===== src/rtl/uled_pkg.sv =====
`default_nettype none

package uled_pkg;

  localparam int unsigned CmdLen      = 8;
  localparam int unsigned PosW        = $clog2(CmdLen);
  localparam int unsigned HalfW       = 15;
  localparam int unsigned CountW      = 16;

  localparam logic [HalfW-1:0] HALF_PERIOD_RESET = 15'd500;

  localparam logic [7:0] CH_HASH  = 8'h23;
  localparam logic [7:0] CH_STAR  = 8'h2A;
  localparam logic [7:0] CH_ZERO  = 8'h30;
  localparam logic [7:0] CH_ONE   = 8'h31;
  localparam logic [7:0] CH_EIGHT = 8'h38;
  localparam logic [7:0] CH_B     = 8'h42;
  localparam logic [7:0] CH_F     = 8'h46;
  localparam logic [7:0] CH_I     = 8'h49;
  localparam logic [7:0] CH_K     = 8'h4B;
  localparam logic [7:0] CH_L     = 8'h4C;
  localparam logic [7:0] CH_N     = 8'h4E;
  localparam logic [7:0] CH_O     = 8'h4F;
  localparam logic [7:0] ALL_LEDS = 8'hFF;

  typedef enum logic {
    OP_BYTE = 1'b0,
    OP_TICK = 1'b1
  } opcode_t;

  typedef struct packed {
    logic [CmdLen-1:0][7:0] cmd_buf;
    logic [PosW-1:0]        byte_pos;
    logic [7:0]             led_latch;
    logic                   blink_active;
    logic [7:0]             blink_mask;
    logic [CountW-1:0]      period_count;
  } state_t;

  function automatic logic [7:0] digit_bit(logic [7:0] c);
    logic [7:0] d;
    d = c - CH_ONE;
    if (c >= CH_ONE && c <= CH_EIGHT) begin
      return 8'(8'd1 << d[2:0]);
    end
    return 8'd0;
  endfunction

  function automatic state_t decode(state_t s, logic allow_blink);
    state_t r;
    logic [CmdLen-1:0][7:0] b;
    logic [7:0] m;
    r = s;
    b = s.cmd_buf;
    m = 8'd0;
    if (b[0] == CH_O && b[1] == CH_N && b[2] == CH_ZERO && b[4] == CH_HASH) begin
      r.led_latch = r.led_latch | digit_bit(b[3]);
    end
    if (b[0] == CH_O && b[1] == CH_N && b[2] == CH_STAR && b[3] == CH_HASH) begin
      r.led_latch = ALL_LEDS;
    end
    if (b[0] == CH_O && b[1] == CH_F && b[2] == CH_F && b[3] == CH_ZERO &&
        b[5] == CH_HASH) begin
      r.led_latch = r.led_latch & ~digit_bit(b[4]);
    end
    if (b[0] == CH_O && b[1] == CH_F && b[2] == CH_F && b[3] == CH_STAR &&
        b[4] == CH_HASH) begin
      r.led_latch = 8'd0;
    end
    if (allow_blink) begin
      if (b[0] == CH_B && b[1] == CH_L && b[2] == CH_I && b[3] == CH_N &&
          b[4] == CH_K && b[5] == CH_ZERO && b[7] == CH_HASH) begin
        m = digit_bit(b[6]);
      end
      if (b[0] == CH_B && b[1] == CH_L && b[2] == CH_I && b[3] == CH_N &&
          b[4] == CH_K && b[5] == CH_STAR && b[6] == CH_HASH) begin
        m = ALL_LEDS;
      end
      if (m != 8'd0) begin
        r.blink_mask   = m;
        r.blink_active = 1'b1;
        r.period_count = '0;
        r.led_latch    = r.led_latch | m;
      end
    end
    return r;
  endfunction

  function automatic logic terminated(logic [CmdLen-1:0][7:0] b);
    return (b[4] == CH_HASH) ||
           (b[2] == CH_STAR && b[3] == CH_HASH) ||
           (b[5] == CH_HASH) ||
           (b[3] == CH_STAR && b[4] == CH_HASH) ||
           (b[5] == CH_STAR && b[6] == CH_HASH);
  endfunction

endpackage

`default_nettype wire


===== src/rtl/uled_step.sv =====
`default_nettype none

module uled_step (
  input  var uled_pkg::state_t             state_cur,
  input  var uled_pkg::opcode_t            opcode,
  input  var logic [7:0]                   rx_byte,
  input  var logic [uled_pkg::HalfW-1:0]   half_period,
  output uled_pkg::state_t                 state_nxt
);

  uled_pkg::state_t                       byte_st;
  uled_pkg::state_t                       tick_st;
  logic [uled_pkg::CmdLen-1:0][7:0]       nbuf;
  logic [uled_pkg::CountW-1:0]            half;
  logic [uled_pkg::CountW-1:0]            twice;
  logic [uled_pkg::CountW:0]              cnt;
  logic                                   last_pos;

  always_comb begin
    for (int i = 0; i < uled_pkg::CmdLen; i++) begin
      if (uled_pkg::PosW'(i) == state_cur.byte_pos) begin
        nbuf[i] = rx_byte;
      end else if (state_cur.byte_pos == '0) begin
        nbuf[i] = 8'd0;
      end else begin
        nbuf[i] = state_cur.cmd_buf[i];
      end
    end
    last_pos = (state_cur.byte_pos == uled_pkg::PosW'(uled_pkg::CmdLen - 1));
    byte_st = state_cur;
    byte_st.cmd_buf = nbuf;
    if (last_pos || uled_pkg::terminated(nbuf)) begin
      byte_st.byte_pos = '0;
      byte_st = uled_pkg::decode(byte_st, !state_cur.blink_active);
    end else begin
      byte_st.byte_pos = state_cur.byte_pos + 1'b1;
    end
  end

  always_comb begin
    half  = (half_period == '0) ? uled_pkg::CountW'(1)
                                : uled_pkg::CountW'(half_period);
    twice = {half[uled_pkg::CountW-2:0], 1'b0};
    cnt   = {1'b0, state_cur.period_count} + 1'b1;
    tick_st = state_cur;
    if (state_cur.byte_pos == '0 && state_cur.blink_active) begin
      if (cnt >= {1'b0, twice}) begin
        tick_st.period_count = twice;
        tick_st.blink_active = 1'b0;
        tick_st = uled_pkg::decode(tick_st, 1'b1);
      end else begin
        tick_st.period_count = cnt[uled_pkg::CountW-1:0];
        if (cnt >= {1'b0, half}) begin
          tick_st.led_latch = state_cur.led_latch & ~state_cur.blink_mask;
        end else begin
          tick_st.led_latch = state_cur.led_latch | state_cur.blink_mask;
        end
      end
    end
  end

  assign state_nxt = (opcode == uled_pkg::OP_BYTE) ? byte_st : tick_st;

endmodule

`default_nettype wire


===== src/rtl/uart_led_command_decoder_core.sv =====
`default_nettype none

// LED command decoder. Each input transaction is a received ASCII byte or a
// one-millisecond tick, and each yields exactly one result transaction with
// the LED pattern, the receiving flag and the blinking flag after that item.
// Commands ON0d#, OFF0d#, ON*#, OFF*#, BLINK0d# and BLINK*# are collected in
// an eight-byte buffer; half_period_ticks sets the blink on and off time.
// An item is taken into an input register, and the decode logic writes the
// result register from it, so one item per clock is sustained while out_stall
// does not hold a waiting result. While a result waits under out_stall, the
// input register takes one more item if it is empty and then stalls the
// input. Write cfg_half_period_ticks only while no transaction is in flight;
// cfg_ready is always high.

module uart_led_command_decoder_core (
  input  var logic                        clk,
  input  var logic                        rst_n,
  input  var logic                        in_valid,
  output logic                            in_stall,
  input  var logic                        in_opcode,
  input  var logic [7:0]                  in_rx_byte,
  output logic                            out_valid,
  input  var logic                        out_stall,
  output logic [7:0]                      out_led_pattern,
  output logic                            out_receiving,
  output logic                            out_blinking,
  input  var logic                        cfg_valid,
  output logic                            cfg_ready,
  input  var logic [uled_pkg::HalfW-1:0]  cfg_half_period_ticks
);

  logic                          in_valid_r;
  uled_pkg::opcode_t             in_opcode_r;
  logic [7:0]                    in_rx_byte_r;
  logic                          out_valid_r;
  logic [7:0]                    out_led_pattern_r;
  logic                          out_receiving_r;
  logic                          out_blinking_r;
  logic [uled_pkg::HalfW-1:0]    half_period_r;
  uled_pkg::state_t              state_r;
  uled_pkg::state_t              state_nxt;
  logic                          advance;

  assign advance   = !out_valid_r || !out_stall;
  assign in_stall  = in_valid_r && !advance;
  assign cfg_ready = 1'b1;

  uled_step u_step (
    .state_cur   (state_r),
    .opcode      (in_opcode_r),
    .rx_byte     (in_rx_byte_r),
    .half_period (half_period_r),
    .state_nxt   (state_nxt)
  );

  always_ff @(posedge clk) begin
    if (!rst_n) begin
      half_period_r <= uled_pkg::HALF_PERIOD_RESET;
    end else if (cfg_valid && cfg_ready) begin
      half_period_r <= cfg_half_period_ticks;
    end
  end

  always_ff @(posedge clk) begin
    if (!rst_n) begin
      in_valid_r <= 1'b0;
    end else if (!in_stall) begin
      in_valid_r <= in_valid;
    end
  end

  always_ff @(posedge clk) begin
    if (!in_stall && in_valid) begin
      in_opcode_r  <= uled_pkg::opcode_t'(in_opcode);
      in_rx_byte_r <= in_rx_byte;
    end
  end

  always_ff @(posedge clk) begin
    if (!rst_n) begin
      state_r     <= '0;
      out_valid_r <= 1'b0;
    end else if (advance) begin
      out_valid_r <= in_valid_r;
      if (in_valid_r) begin
        state_r <= state_nxt;
      end
    end
  end

  always_ff @(posedge clk) begin
    if (advance && in_valid_r) begin
      out_led_pattern_r <= state_nxt.led_latch;
      out_receiving_r   <= (state_nxt.byte_pos != '0);
      out_blinking_r    <= state_nxt.blink_active;
    end
  end

  assign out_valid       = out_valid_r;
  assign out_led_pattern = out_led_pattern_r;
  assign out_receiving   = out_receiving_r;
  assign out_blinking    = out_blinking_r;

endmodule

`default_nettype wire


===== config.mk =====
export PLATFORM = sky130hd
export DESIGN_NAME = uart_led_command_decoder_core
export DESIGN_NICKNAME = d
export VERILOG_FILES = /design/src/rtl/uled_pkg.sv /design/src/rtl/uled_step.sv /design/src/rtl/uart_led_command_decoder_core.sv
export SDC_FILE = /design/constraint.sdc
export NUM_CORES = 1
export LEC_CHECK = 0
export BUFFER_PORTS_ARGS = -buffer_cell sky130_fd_sc_hd__buf_2
export CAP_MARGIN = 20
export CORE_ASPECT_RATIO = 1.75
export CORE_MARGIN = 5
export CORE_UTILIZATION = 60
export CTS_CLUSTER_DIAMETER = 100
export DETAILED_ROUTE_END_ITERATION = 8
export GPL_ROUTABILITY_DRIVEN = 0
export PLACE_DENSITY = 0.78
export SLEW_MARGIN = 20
export SYNTH_ARGS = -nofsm -noshare
export SYNTH_HDL_FRONTEND = slang
export SYNTH_HIERARCHICAL = 1
export SYNTH_SLANG_ARGS = --single-unit

===== constraint.sdc =====
create_clock -name clk -period 10.5 [get_ports clk]
set_input_delay 1.575 -clock clk [delete_from_list [all_inputs] [get_ports clk]]
set_output_delay 1.575 -clock clk [all_outputs]
set_load 0.01 [all_outputs]

# Word level (Yosys, flattened, before mapping)

Index checks and enable logic that the tools add are counted.

Add/subtract/negate cells: 8
Magnitude comparators: 14
Equality and inequality tests: 52
Shift-type cells: 6
Mux-type cells: 93
Bitwise logic cells: 12
Reduce and logical (&&, ||, !) cells: 72

Operators with widths:

| cell                  | count |
|---|---|
| $mux 8                | 61 |
| $eq 8x6->1 const B    | 22 |
| $mux 33               | 5 |
| $eq 8x7->1 const B    | 18 |
| $mux 100              | 1 |
| $logic_and 1x1->1     | 51 |
| $ge 8x6->1 const B    | 6 |
| $le 8x6->1 const B    | 6 |
| $shl 1x3->8 const A   | 6 |
| $or 8x8->8            | 5 |
| $ge 17x16->1          | 2 |
| $and 8x8->8           | 3 |
| $not 8->8             | 3 |
| $mux 1                | 22 |
| $sub 3x1->3 const B   | 6 |
| $add 16x1->17 const B | 1 |
| $mux 16               | 1 |
| $reduce_bool 8->1     | 2 |
| $logic_not 15->1      | 1 |
| $mux 15               | 1 |
| $eq 3x3->1 const A    | 4 |
| $mux 9                | 1 |
| $reduce_and 8->1      | 1 |
| $eq 2x3->1 const A    | 2 |
| 15 further kinds      | 26 |

Bits in registers: 136
Output and inout bits: 13
Logic and storage cells: 278

# Depth between registers and ports, before layout

Gate-level depths: netlist of run 1.

Depth in word-level cells: 28
Mapped depth: 19
Gate-level depth less buffers: 18

# Hierarchy

The synthesis of run 1 kept the hierarchy.

Modules (own cells, without submodules):

| module                        | instances | cells an instance | area each (sq um) |
|---|---|---|---|
| uled_step                     | 1         | 906               | 5903.2 |
| uart_led_command_decoder_core | 1         | 512               | 5298.8 |

# Least setup slack after synthesis of run 1

Ideal clock, no wire load.

Path kind: reg-to-reg
Start point: reg state_r[0] (netlist bit)
End point: reg state_r[4] (netlist bit)
Library setup time: 0.118 ns
Arrival: 4.121 ns
Data required time: 10.382 ns
Slack: 6.261 ns
Cell stages (with the launch flop): 19
Buffers on the path: 1
Cells stage by stage: dfxtp_1 nand2_1 nor4_1 nand3_1 nor2_1 nand3_1 xnor2_1 ha_1 o21a_1 o21ai_0 a31oi_1 a2111oi_2 nor2_1 clkbuf_1 a22oi_1 o22ai_1 nor2b_1 nand2_1 mux2i_1

RTL lines:

| item                   | RTL line                            | RTL |
|---|---|---|
| from (decl)            | uart_led_command_decoder_core.sv:40 | `uled_pkg::state_t state_r;` |
| from (signal assigned) | uart_led_command_decoder_core.sv:86 | `state_r <= state_nxt;` |

==> impl_metrics.ini, run 1 <==
[floorplan]
fp-row-count = 66
dieArea_sq_um = 21610
die_w_um = 113.3
io_pins = 42
dieHeight_um = 190.8
core_sq_um = 18500
start_util_pct = 60.56

[sta]
skew_ps = 10.84
finalCriticalPeriod_ps = 5299
maxSlewHeadroom_pct = 23.30
worst_pin_slew_ps = 1146
max_freq_mhz = 188.7
rsz0062_at_grt = no
period_share_pct = 50.46
tns_ps = 0
hold_violations = 0
setup_viol = 0
slew_violations = 0

[pwr]
p_int_w = 0.0009977
p_leak_nw = 4.260
seqPwrFrac_pct = 42.0
clkPwrFrac_pct = 48.3
vdd_drop_max_uv = 119.9
p_sw_w = 0.0003458
combPwrFrac_pct = 9.7
power-per-cell-area_nw_per_um2 = 113.1
p_sw_share_pct = 25.74

[finish]
syn2layout_area_growth_pct = 6.065
drive_gt1_share_pct = 10.50
final_core_util_pct = 64.23
n_antenna_cell = 0
layout.nets = 1470
fillers = 1688

[route]
drt-total-wl_mm = 34.63
route.detailed.drc = 0
wl_per_cell_um = 21.02
vias = 11010
drt_iter0_drc = 1021
drt-vias-per-instance = 6.685
first_pass_iters = 6
antenna_left = 0

[global_routing]
grt-ovfl-total = 0
grt_antenna_before_repair = 0
grt_first_pass_wirelength_mm = 55.06
grt_pass1_vias = 10830
gr-usage-all-layers_pct = 32.19
grt_start_max_net_pins = 132

[synthesis]
yosys_warnings = 6
synth-edff-count = 19
ys_types = 85
synth_nets = 1492
synth_top_flop_cell = dfxtp_1
synth.top_cell.area_share_pct = 20.91
synth-seq-cells = 136
syn_inst = 1418
synthTopCellsByArea = dfxtp_1 (21%), mux2i_1 (11%), nand2_1 (9.3%)
synth.largest_area_cell = dfxtp_1
synthArstFlopShare_pct = 0
synth-seq-area-share_pct = 26.00
syn_area_per_cell_sq_um = 7.900
synth_area_sq_um = 11200

[clock_network]
clk_latency_ps = 440
cts_buffers = 17
post_cts_buffers = 0
root_buffer = clkbuf_16
ctsResizeCount = 0
numClockSinks = 136
clk_pin_slew_ps = 60
cts_max_level = 4
cts_buffer_depth = 2
postCtsHoldBufs = 0
cts_tree = built

[setup_path]
path_max_fanout = 29
cp_data_arrival_time_ps = 5660
required_ps = 10860
startpoint_type = flip-flop
crit_type = flip-flop to flip-flop
crit_path_end_kind = flip-flop

[place]
post-dp-hpwl_mm = 24.81
numPortBuffers = 40

[job]
cap_violations = 0

[hold_path]
min_path_type = flip-flop to flip-flop

[status]
status = finished clean
## sequential cells by signal (all words and copies together), names as in the netlist
signal / flops
out_valid: 1
half_period_r: 15
state_r: 100
out_blinking: 1
in_rx_byte_r: 8
out_led_pattern: 8
in_opcode_r: 1
in_valid_r: 1
out_receiving: 1
## kinds of logic (layout without fill, tap and decap cells)
logic type      count (synthesis)  in the layout  share of synthesized area [%]
compound gates                283            283                          17.75
mux                           171            171                          15.79
simple gates                  632            632                          27.52
fa+ha+maj                      45             45                          5.026
buf+inv                       132            123                          6.467
xor+xnor                       18             18                          1.407
flops                         136            136                          26.00
other cells                     1              1                        0.03348
## layout make-up
cell class | count | area [sq um] | area share [%]
multi-input cells | 1150 | 7590 | 63.88
flip-flops and latches | 136 | 2913 | 24.52
clock buffers | 20 | 479.2 | 4.033
well taps | 238 | 297.8 | 2.506
repair buffers | 52 | 296.5 | 2.496
clock inverters | 12 | 158.9 | 1.337
inverters | 39 | 146.4 | 1.232
## critical path: stages, from the launching register on
cell and delay [ps]:
dfxtp_1 340, inv_1 120, ha_1 860, o21bai_1 460
a22o_1 330, or4_1 550, nor3_1 430, a21oi_1 280
a211oi_2 570, nor3b_1 690, o31ai_1 120, a22oi_1 240
nand2_1 80, mux2i_1 150
## stage by stage
| step | instance area (sq um) | cells | setup WS [ps] | total power [W] | hold WS [ps] |
|---|---|---|---|---|---|
| 3_3_place_gp | 11230 | 1615 | 5615 | 0.0006994 | 452.6 |
| 5_1_grt | 11880 | 1647 | 4781 | 0.001384 | 496.7 |
| 3_5_place_dp | 11230 | 1615 | 5440 | 0.0007026 | 464.6 |
| 6_report | 11880 | 1647 | 5201 | 0.001344 | 473.1 |
| 4_1_cts | 11870 | 1647 | 5428 | 0.001350 | 475.6 |
| 2_1_floorplan | 11200 | 1418 | 6261 | 0.0006745 | 433.5 |
## power by group through the flow
stage	clock network (W)	registers, W	logic (W)
global placement	0	0.000575	0.000125
finish	0.000649	0.000565	0.000130
global route	0.000676	0.000566	0.000143
CTS	0.000658	0.000564	0.000128
floorplan	0	0.000562	0.000112
detailed placement	0	0.000575	0.000128
## Yosys cell counts, types with 11 or more instances
cell type / n
and2_1: 12
o21a_1: 15
nor2_1: 86
nor3_1: 44
clkbuf_1: 46
buf_4: 11
nand2_1: 278
nor4_1: 26
inv_1: 38
nor2b_1: 25
nand3_1: 39
nand4_1: 26
dfxtp_1: 117
mux2_2: 46
a21oi_1: 51
nand2b_1: 19
a22oi_1: 29
o21ai_0: 54
a22o_1: 28
buf_2: 20
ha_1: 45
mux2i_1: 125
edfxtp_1: 19
## routing by layer
layer  vias to the layer above  wire, um  track usage, %
li1                       5129         -               -
met1                      5061     11510           31.16
met2                       602     17290           56.92
met3                       219      2389           6.288
met4                         0      3440           28.46
met5                         -         0               0
## final timing paths
path | cells after the start | slack (ps) | startpoint | to
setup / recovery | 13 | 5200 | state_r[33] | state_r[27]
hold / removal | 2 | 470 | state_r[97] | state_r[97]
setup reg to reg | 13 | 5200 | state_r[33] | state_r[27]
hold reg to reg | 2 | 470 | state_r[97] | state_r[97]
## placed cells by master, fill, tap and decap left out, types with 25 or more instances in the layout
| cell type | synthesis | layout |
|---|---|---|
| nor3_1 | 44 | 44 |
| a22o_1 | 28 | 28 |
| ha_1 | 45 | 45 |
| dfxtp_1 | 117 | 117 |
| o21ai_0 | 54 | 54 |
| a22oi_1 | 29 | 29 |
| nand3_1 | 39 | 39 |
| a21oi_1 | 51 | 51 |
| inv_1 | 38 | 38 |
| nand2_1 | 278 | 278 |
| nand4_1 | 26 | 26 |
| nor4_1 | 26 | 25 |
| mux2_2 | 46 | 46 |
| mux2i_1 | 125 | 125 |
| nor2_1 | 86 | 86 |
| nor2b_1 | 25 | 25 |
| buf_2 | 20 | 39 |
No activity file was read; power rests on OpenSTA's default activity.
==> inputs of run 2 (changes only) <==
- ABC_AREA: unset -> 1
- CORE_UTILIZATION: 60 -> 58
- clock period: 10.5 -> 4.35 ns (I/O delays scaled with it)
==> impl_metrics.ini, run 2 <==
[synthesis]
synth.largest_area_cell = dfxtp_1
synth-seq-area-share_pct = 23.56
synth-seq-cells = 136
synthTopCellsByArea = dfxtp_1 (19%), nand2_1 (18%), nand3_1 (9.4%)
synth-edff-count = 19
yosysMostFrequentCell = nand2_1
synth.top_cell.area_share_pct = 18.95
synthArstFlopShare_pct = 0
synth_top_flop_cell = dfxtp_1
synth_area_sq_um = 12360
yosys_warnings = 6
syn_inst = 2147
synth_nets = 2221
synth_common_cells = nand2_1 (592), inv_1 (272), nor2_1 (260), nand3_1 (232), a21oi_1 (159)
ys_types = 55
syn_area_per_cell_sq_um = 5.758

[setup_path]
crit_type = flip-flop to flip-flop
crit_end = state_r[3]
cp_data_arrival_time_ps = 4280
startpoint_type = flip-flop
r2r_start = state_r[2]
required_ps = 4690
path_max_fanout = 20
crit_start = state_r[2]
reg2reg_to = state_r[3]
rrSetupSlack_ps = 410
crit_path_end_kind = flip-flop
ff2ff_path_depth = 24

[sta]
worst_pin_slew_ps = 900.5
finalCriticalPeriod_ps = 3937
slew_violations = 0
setup_viol = 0
whs_ps = 381.3
tns_ps = 0
maxSlewHeadroom_pct = 39.97
rsz0062_at_grt = no
period_share_pct = 90.50
skew_ps = 11.54
hold_violations = 0
max_freq_mhz = 254.0

[pwr]
power-per-cell-area_nw_per_um2 = 293.3
vdd_drop_max_uv = 232.2
p_leak_nw = 6.087

[clock_network]
clk_pin_slew_ps = 60
root_buffer = clkbuf_16
cts_tree = built
cts_buffers = 17
cts_buffer_depth = 2
cts_max_level = 4
postCtsHoldBufs = 0
numClockSinks = 136
clk_latency_ps = 450

[route]
vias = 14190
drt_iter0_drc = 1304
first_pass_iters = 6
route.detailed.drc = 0
wl_per_cell_um = 16.60
drt-total-wl_mm = 39.62
drt-vias-per-instance = 5.945
antenna_left = 0

[global_routing]
grt_first_pass_wirelength_mm = 63.62
grt_start_max_net_pins = 87
grt_pass1_vias = 13060
grt_antenna_before_repair = 0
gr-usage-all-layers_pct = 32.25
grt-ovfl-total = 0

[place]
post-dp-hpwl_mm = 29.01
numPortBuffers = 40

[floorplan]
die_w_um = 120.4
dieArea_sq_um = 24450
dieHeight_um = 203.1
core_sq_um = 20930
io_pins = 42
start_util_pct = 59.06
fp-row-count = 70

[finish]
n_antenna_cell = 0
syn2layout_area_growth_pct = 5.131
fillers = 2042
largest_reg_flops = 100
layout.nets = 2196
drive_gt1_share_pct = 7.213
layout_commonest_cell = nand2_1
regMostFlops = state_r
layout_common_cells = nand2_1 (591), inv_1 (271), nor2_1 (259), nand3_1 (231), a21oi_1 (159)
regArea_sq_um = 2918
reg_top3 = state_r: 100 flops, half_period_r: 15 flops
multi_input_area_sq_um = 7761

[job]
cap_violations = 0

[status]
status = finished clean

[hold_path]
min_path_type = input pin to flip-flop
## run 2: cell count changes after synthesis, moves of 46 or more
cell,change
a21oi_1,+108
inv_1,+234
mux2_2,-46
mux2i_1,-125
nand2_1,+314
nand3_1,+193
nor2_1,+174
o21ai_0,+70
## run 2: what timing repair did
item                                    CTS  global route
gates resized for setup                   0             4
endpoints found under the hold margin     0             0
buffers inserted                          0             0
endpoints found under the setup margin    0            31
## run 2: how the worst min path moves through the flow
stage | startpoint | endpoint | slack [ps] | cells after the start
finish | in_rx_byte[5] | in_rx_byte_r[5] | 380 | 1
global route | in_rx_byte[5] | in_rx_byte_r[5] | 370 | 1
CTS | in_rx_byte[5] | in_rx_byte_r[5] | 370 | 1
detailed placement | half_period_r[6] | half_period_r[6] | 480 | 2
global placement | half_period_r[6] | half_period_r[6] | 480 | 2
floorplan | half_period_r[4] | half_period_r[4] | 450 | 2
## run 2: cell families (layout without fill, tap and decap cells)
group                    Yosys count  after routing  share of synthesized area (%)
AO/OA/AOI/OAI                    331            331                          14.21
XOR/XNOR                           8              8                         0.5668
AND/OR/NAND/NOR                 1233           1233                          43.23
buffers and inverters            393            381                          13.84
adder cells (fa/ha/maj)           45             45                          4.554
other                              1              1                        0.03033
flip-flops                       136            136                          23.56
## run 2: through the flow
step | power, W | utilization, % | std cells | setup slack [ps] | cell area, sq um
global route | 0.004020 | 62.09 | 2387 | 19.59 | 13000
global placement | 0.002423 | 59.46 | 2355 | 384.2 | 12450
detailed placement | 0.002449 | 59.46 | 2355 | 259.3 | 12450
floorplan | 0.002219 | - | 2147 | 892.9 | 12360
CTS | 0.003802 | 62.01 | 2387 | 242.8 | 12980
finish | 0.003813 | 62.09 | 2387 | 413.4 | 13000
## run 2: layout make-up
class	instances	area share [%]
Timing Repair Buffer	64	3.042
Sequential cell	136	22.45
Clock buffer	18	3.379
Inverter	285	8.250
Clock inverter	14	0.7412
Multi-Input combinational cell	1618	59.71
Tap cell	252	2.426
## run 2: per-layer routing
metal | track usage [%] | share of wire, % | up-vias | routed length [um]
li1 | - | - | 6900 | -
met5 | 0 | 0 | - | 0
met3 | 5.078 | 6.5 | 251 | 2573
met2 | 56.77 | 50 | 697 | 19620
met4 | 28.53 | 10 | 0 | 3965
met1 | 32.25 | 34 | 6343 | 13470
## run 2: power breakdown
group	switching, W	total, W	internal [W]	leakage [nW]
Combinational	0.000651	0.000970	0.000319	4.67
Clock	0.000611	0.00136	0.000744	0.265
Sequential	0.000123	0.00149	0.00136	1.15
## run 2: worst max-delay path, stage by stage, from the launching register on
cell     delay [ps]
dfxtp_1         420
nand2_1          70
nor2_1          180
nand3_1         190
nor2_1          220
nand2_1         100
nor2_1          150
inv_1            80
o21ai_0         290
inv_1           150
ha_1            340
nand2_1          70
nor4_1          240
nand3_1         160
nand3_4         190
buf_4           260
o21ai_0         150
nand2_1         130
nand2_1          60
nand2_1          60
nand2_1          60
inv_1            50
nand3_1          70
nand2_1         100
nor2_1           40
==> inputs of run 3 (changes only) <==
- CELL_PAD_IN_SITES_DETAIL_PLACEMENT: unset -> 0
- CELL_PAD_IN_SITES_GLOBAL_PLACEMENT: unset -> 1
- CORE_UTILIZATION: 58 -> 40
- PLACE_DENSITY: 0.78 -> unset
- PLACE_DENSITY_LB_ADDON: unset -> 0.1
==> impl_metrics.ini, run 3 (same netlist as run 2, synthesis figures left out) <==
[status]
status = finished clean

[finish]
drive_gt1_share_pct = 7.552
layout.nets = 2206
reg_top3 = state_r: 100 flops, half_period_r: 15 flops
layout_common_cells = nand2_1 (591), inv_1 (271), nor2_1 (259), nand3_1 (232), a21oi_1 (159)
n_antenna_cell = 0
fin_cells = 2536
largest_reg_flops = 100
layout_commonest_cell = nand2_1
syn2layout_area_growth_pct = 7.742
regMostFlops = state_r

[pwr]
p_sw_share_pct = 37.77
vdd_drop_max_uv = 283.3
combPwrFrac_pct = 25.3
power-per-cell-area_nw_per_um2 = 298.2
power_w = 0.003972
p_leak_nw = 6.169
p_sw_w = 0.001501
p_int_w = 0.002472
seqPwrFrac_pct = 37.3
clkPwrFrac_pct = 37.3

[route]
antenna_left = 0
first_pass_iters = 5
drt-vias-per-instance = 5.397
drt_iter0_drc = 865
drt-total-wl_mm = 45.47
route.detailed.drc = 0
wl_per_cell_um = 17.93
vias = 13690

[sta]
skew_ps = 14.09
maxSlewHeadroom_pct = 36.70
setup_viol = 0
finalCriticalPeriod_ps = 3877
tns_ps = 0
hold_violations = 0
period_share_pct = 89.13
worst_pin_slew_ps = 949.5
max_freq_mhz = 257.9
slew_violations = 0
whs_ps = 368.2
rsz0062_at_grt = no

[floorplan]
dieArea_sq_um = 34660
fp-row-count = 85
core_sq_um = 30630
start_util_pct = 40.36
io_pins = 42
die_w_um = 142.9
dieHeight_um = 242.6

[place]
post-dp-hpwl_mm = 34.40
dp.cells = 2504
numPortBuffers = 40

[global_routing]
grt_antenna_before_repair = 0
grt_first_pass_wirelength_mm = 71.10
use_met1_pct = 25.67
grt.met3_usage_pct = 3.033
grt-ovfl-total = 0
grt_pass1_vias = 13090
gr-usage-all-layers_pct = 26.23
grt_start_max_net_pins = 183
use_met2_pct = 50.11
busiest_layer = met2

[clock_network]
cts_buffers = 17
ctsResizeCount = 0
cts_max_level = 4
clk_pin_slew_ps = 70
clk_latency_ps = 460
root_buffer = clkbuf_16
postCtsHoldBufs = 0
cts_tree = built
cts_buffer_depth = 2
post_cts_buffers = 0
numClockSinks = 136

[setup_path]
crit_path_end_kind = flip-flop
crit_start = state_r[0]
cp_data_arrival_time_ps = 4270
required_ps = 4740
crit_type = flip-flop to flip-flop
startpoint_type = flip-flop
r2r_start = state_r[0]
path_max_fanout = 39

[hold_path]
hold_start = in_rx_byte[7]
min_path_type = input pin to flip-flop

[job]
cap_violations = 0
==> run 3: cell types whose count changed in the layout (fill, tap and decap cells not counted), sizes merged <==
cell	before	now
buf	64	74
inv	288	292
clkinvlp	3	0
clkinv	8	7
==> run 3: metrics by stage <==
stage                     area, sq um  setup slack [ps]  utilization, %
final                           13320             472.8           43.49
after global routing            13320             35.53           43.49
after detailed placement        12730             451.2           41.57
after global placement          12730             521.9           41.57
after CTS                       13320             422.6           43.48
after floorplan                 12360             892.9               -
==> run 3: area by class of cell <==
cell class / count / area (sq um)
inverter: 285 / 1074
clock inverter: 14 / 145.1
tap: 391 / 489.2
fill: 3446 / 17310
multi-input combinational: 1618 / 7749
clock buffer: 18 / 439.2
sequential: 136 / 2917
timing repair buffer: 74 / 508.0
==> run 3: layer usage <==
metal | up-vias | share of wire (%)
li1 | 6920 | -
met1 | 6300 | 35
met2 | 340 | 54
met3 | 126 | 3.0
met4 | 0 | 7.2
met5 | - | 0
==> run 3: power groups by stage <==
stage | sequential (W) | combinational [W] | clock, W
floorplan | 0.00146 | 0.000756 | 0
global placement | 0.00151 | 0.000989 | 0
detailed placement | 0.00151 | 0.00100 | 0
CTS | 0.00148 | 0.00100 | 0.00153
global route | 0.00150 | 0.00114 | 0.00157
finish | 0.00148 | 0.00101 | 0.00148
==> run 3: path summary, 6_finish.rpt <==
kind	end	slack, ps	depth (start not counted)
max	state_r[3]	470	27
min	in_rx_byte_r[7]	370	1
max reg2reg	state_r[3]	470	27
min reg2reg	half_period_r[6]	500	2
==> run 3: critical path, stage by stage, from the launching register on <==
cell and delay, ps:
dfxtp_1 340, buf_4 150, nand2_1 60, nor2_1 210
nand3_1 180, nor2_1 180, nand2_1 90, nor2_1 130
inv_1 80, o21ai_0 190, inv_1 90, ha_1 300
nand2_1 50, nor4_1 220, nand3_1 110, nand3_1 150
buf_12 220, nand2_1 190, buf_4 220, o21ai_0 70
nand2_1 90, nand2_1 60, nand2_1 50, nand2_1 90
inv_1 40, nand3_1 60, nand2_1 60, nor2_1 110
